File: src/tvfs_pkg.sv
`default_nettype none
package tvfs_pkg;
  localparam int unsigned GridNxDefault = 16;
  localparam int unsigned GridNyDefault = 16;
  localparam int unsigned GridNzDefault = 16;
  localparam int unsigned DataW = 32;
  localparam int unsigned CfgIdxW = 3;
  localparam int unsigned FracW = 16;

  localparam logic [CfgIdxW-1:0] RegOriginX = 3'd0;
  localparam logic [CfgIdxW-1:0] RegOriginY = 3'd1;
  localparam logic [CfgIdxW-1:0] RegOriginZ = 3'd2;
  localparam logic [CfgIdxW-1:0] RegScaleX  = 3'd3;
  localparam logic [CfgIdxW-1:0] RegScaleY  = 3'd4;
  localparam logic [CfgIdxW-1:0] RegScaleZ  = 3'd5;

  localparam logic OpWrite = 1'b0;
  localparam logic OpQuery = 1'b1;

  localparam logic [DataW-1:0] ScaleReset = 32'h0001_0000;

  // a + floor((b - a) * f / 65536), a 33x17 multiply
  function automatic logic signed [DataW-1:0] lerp(input logic signed [DataW-1:0] a,
                                                  input logic signed [DataW-1:0] b,
                                                  input logic [FracW-1:0] f);
    logic signed [DataW:0] diff;
    logic signed [DataW+FracW+1:0] prod;
    logic signed [DataW+1:0] q;
    logic signed [DataW+1:0] sum;
    diff = 33'(signed'(b)) - 33'(signed'(a));
    prod = 50'(diff) * 50'(signed'({1'b0, f}));
    q    = 34'(prod >>> FracW);
    sum  = 34'(signed'(a)) + q;
    return sum[DataW-1:0];
  endfunction
endpackage
`default_nettype wire

File: src/tvfs_axis_map.sv
`default_nettype none
// Maps one coordinate to a cell and fraction; one register stage after the multiply.
module tvfs_axis_map #(
  parameter int unsigned N = tvfs_pkg::GridNxDefault,
  parameter int unsigned CellW = $clog2(N)
) (
  input  wire logic                        clk_i,
  input  wire logic                        load_i,
  input  wire logic [tvfs_pkg::DataW-1:0]  pos_i,
  input  wire logic [tvfs_pkg::DataW-1:0]  org_i,
  input  wire logic [tvfs_pkg::DataW-1:0]  scl_i,
  output logic                             hit_o,
  output logic [CellW-1:0]                 cell_o,
  output logic [tvfs_pkg::FracW-1:0]       frac_o
);
  logic signed [tvfs_pkg::DataW:0] diff;
  logic neg;
  logic [tvfs_pkg::DataW-1:0] mag;
  logic [2*tvfs_pkg::DataW-1:0] prod_d, prod_q;
  logic neg_q;
  logic [tvfs_pkg::DataW-1:0] c;

  assign diff = 33'(signed'(pos_i)) - 33'(signed'(org_i));
  assign neg  = diff[tvfs_pkg::DataW];
  assign mag  = neg ? 32'(-diff) : diff[tvfs_pkg::DataW-1:0];
  assign prod_d = 64'(mag) * 64'(scl_i);

  always_ff @(posedge clk_i) begin
    if (load_i) begin
      prod_q <= prod_d;
      neg_q  <= neg;
    end
  end

  assign c      = prod_q[2*tvfs_pkg::DataW-1:tvfs_pkg::DataW];
  assign hit_o  = !(neg_q && prod_q != '0) && (33'(c) + 33'd1 < 33'(N));
  assign cell_o = c[CellW-1:0];
  assign frac_o = prod_q[tvfs_pkg::DataW-1:tvfs_pkg::FracW];
endmodule
`default_nettype wire

File: config.mk
export PLATFORM = sky130hd
export DESIGN_NAME = tvfs_axis_map
export DESIGN_NICKNAME = d
export VERILOG_FILES = /design/src/tvfs_pkg.sv /design/src/tvfs_axis_map.sv
export SDC_FILE = /design/constraint.sdc
export NUM_CORES = 2
export LEC_CHECK = 0
export BUFFER_PORTS_ARGS = -buffer_cell sky130_fd_sc_hd__buf_2
export CAP_MARGIN = 30
export CORE_ASPECT_RATIO = 1.75
export CORE_MARGIN = 8
export CORE_UTILIZATION = 50
export CTS_BUF_LIST = sky130_fd_sc_hd__clkbuf_2 sky130_fd_sc_hd__clkbuf_4 sky130_fd_sc_hd__clkbuf_8
export DETAILED_ROUTE_END_ITERATION = 10
export GPL_TIMING_DRIVEN = 0
export PLACE_DENSITY = 0.69
export SLEW_MARGIN = 40
export SYNTH_ARGS = -nofsm -noshare
export SYNTH_HDL_FRONTEND = slang
export SYNTH_SLANG_ARGS = --single-unit
File: constraint.sdc
create_clock -name clk_i -period 11.1 [get_ports clk_i]
set_clock_uncertainty 0.05 [all_clocks]
set_input_delay 1.11 -clock clk_i [delete_from_list [all_inputs] [get_ports clk_i]]
set_output_delay 1.11 -clock clk_i [all_outputs]
set_load 0.02 [all_outputs]
==> reports/metrics.yaml <==
status: "complete, but fails checks"
failed_checks: "negative setup slack"
path_clk_slew_ns: 0.07
rows: 137
final_common_cell: "inv_1"
placedCellCount: 5780
rsz0062_at_grt: "yes"
port_buffers: 97
avgSynthCellArea_um2: 8.657
numCtsBuffers: 9
boundaryPins: 119
ant_nets: 0
vias: 36200
routed_wl_mm: 178.3
synth_fp_nets: 5926
grt_max_degree: 66
hold_buffers: 0
finalHoldViolCount: 0
worst-path-buf-inv: 9
fmax_ghz: 0.08915
drive_gt1_share_pct: 15.07
fp.dieW_um: 230.2
drtPass1Iterations: 6
synth.distinct_cells: 73
drc: 0
grt_pass1_vias: 37810
hp-start: "load_i"
maxSlewViolCount: 0
synthArstFlopShare_pct: 0
hold_depth: 1
fin_crit_ns: 11.22
setup_viol: 10
gp_congestion: 1.116
final_core_util_pct: 57.90
postSynthCellCount: 4635
start_util_pct: 50.45
wl_per_cell_um: 30.04
ys_warn_count: 0
stdcell_count: 5937
grtUsageTotal_pct: 39.23
crit_family: "adder cells"
tightest_slew_ns: 0.9899
coreArea_um2: 79540
die-area_um2: 89930
clk_path_buf_depth: 2
ys_ff_latch: 65
hold_path_class: "primary input to flip-flop"
worst-setup-path-type: "primary input to flip-flop"
grt_pass1_wl_mm: 251.6
required_ns: 11.16
maxSlewHeadroom_pct: 34.00
mostFrequentLayoutCells: "964 x inv_1, 843 x fa_1, 590 x nand2_1"
fin_crit_sh_pct: 101.1
cts_num_sinks: 65
crit_top_cell: "fa_2"
h-tree-depth: 3
synth_flop_cell: "edfxtp_1"
critPathCaptureType: "flip-flop"
viasPerCell: 6.098
setup_ws_ns: -0.1172
cpMaxStageDelayCell: "fa_2"
dpl.hpwl_mm: 140.2
nNetsFinal: 6162
finalSetupTns_ns: -0.6177
max_stage_delay_ns: 0.77
cp_max_fo: 10
crit_path_start_kind: "primary input"
syn2layout_area_growth_pct: 14.75
syn_area_um2: 40130
ys_seq_area_share_pct: 4.864
cts_root_buf: "clkbuf_8"
fill_cells: 7282
crit_arrival_ns: 11.28
fp.dieH_um: 390.8
min_to: "prod_q[58]"
timing.max_cap.violations: 0
first_iter_violations: 3272
cts_tree: "yes"
synth-edff-count: 65
antenna_found_initial: 23
gr-total-overflow: 0
layer usage:
layer / vias up / global-route usage (%) / share of wire, %
met1: 18130 / 37.65 / 29
li1: 14680 / - / -
met4: 10 / 43.74 / 15
met2: 2354 / 62.64 / 46
met3: 1025 / 12.63 / 11
met5: - / 0 / 0.038
cell type report:
type	count	area, µm²	share of cell area [%]
diodes	19	47.55	0.1033
plain buffers	299	2103	4.568
clock buffers	9	123.9	0.2690
clock inverters	7	93.84	0.2038
inverters	989	3730	8.100
multi-input cells	3260	34810	75.59
flip-flops and latches	65	1952	4.239
well taps	1042	1304	2.831
repair buffers	247	1884	4.092
worst max path at each step:
stage	start	endpoint	slack, ns	depth (start not counted)
4_1_cts	pos_i[17]	prod_q[61]	0.004	41
6_report	pos_i[0]	prod_q[59]	-0.12	39
2_1_floorplan	pos_i[0]	prod_q[63]	0.03	39
5_1_grt	pos_i[0]	prod_q[59]	-0.33	42
3_5_place_dp	pos_i[0]	prod_q[53]	-2.97	42
3_3_place_gp	pos_i[0]	prod_q[53]	-3.21	42
cell families after synthesis:
logic type / after synthesis / share of synthesized area [%]
AOI/OAI and AO/OA: 495 / 8.148
DFF: 65 / 4.864
muxes: 1 / 0.02495
and+or+nand+nor: 1457 / 17.97
xor gates and xnor gates: 114 / 2.488
adders and majority gates: 1193 / 53.98
buffers and inverters: 1310 / 12.53
cells in the mapped netlist, drive strengths merged (45+ instances only):
cell    number  share of area, %
clkbuf     272               2.5
ha         296               9.2
nand4       81               1.3
or3         58              0.90
o21ai      127               1.6
a21o        45              0.84
edfxtp      65               4.9
nand2      597               5.6
nor3        68              0.85
and2       330               5.1
nor2       137               1.3
xnor2       65               1.4
a21oi      116               1.5
fa         897                45
o21a        51              0.95
buf         49              0.73
xor2        49               1.1
nand3       63              0.79
inv        989               9.3
sequential cells by signal, summed over array words and instances, names as in the netlist:
| signal | flops |
|---|---|
| neg_q | 1 |
| prod_q | 64 |
per-stage QoR:
step                      setup WS (ns)  area [µm²]  hold slack, ns
final                           -0.1172       46050           1.175
after global routing            -0.3287       46010           1.201
after CTS                      0.004299       44800           1.323
after detailed placement         -2.968       42120           1.648
after global placement           -3.212       41920           1.645
after floorplan                 0.02620       40130           1.173
what timing repair did:
action / 4_1_cts / 5_1_grt
endpoints found under the setup margin: 48 / 34
pin swaps: 99 / 129
resized for setup: 417 / 250
buffers inserted: 88 / 55
gates cloned: 0 / 1
Power is left out: the tool's default activity adds up to more than one toggle a clock period on the data nets, which glitch-free logic cannot reach.
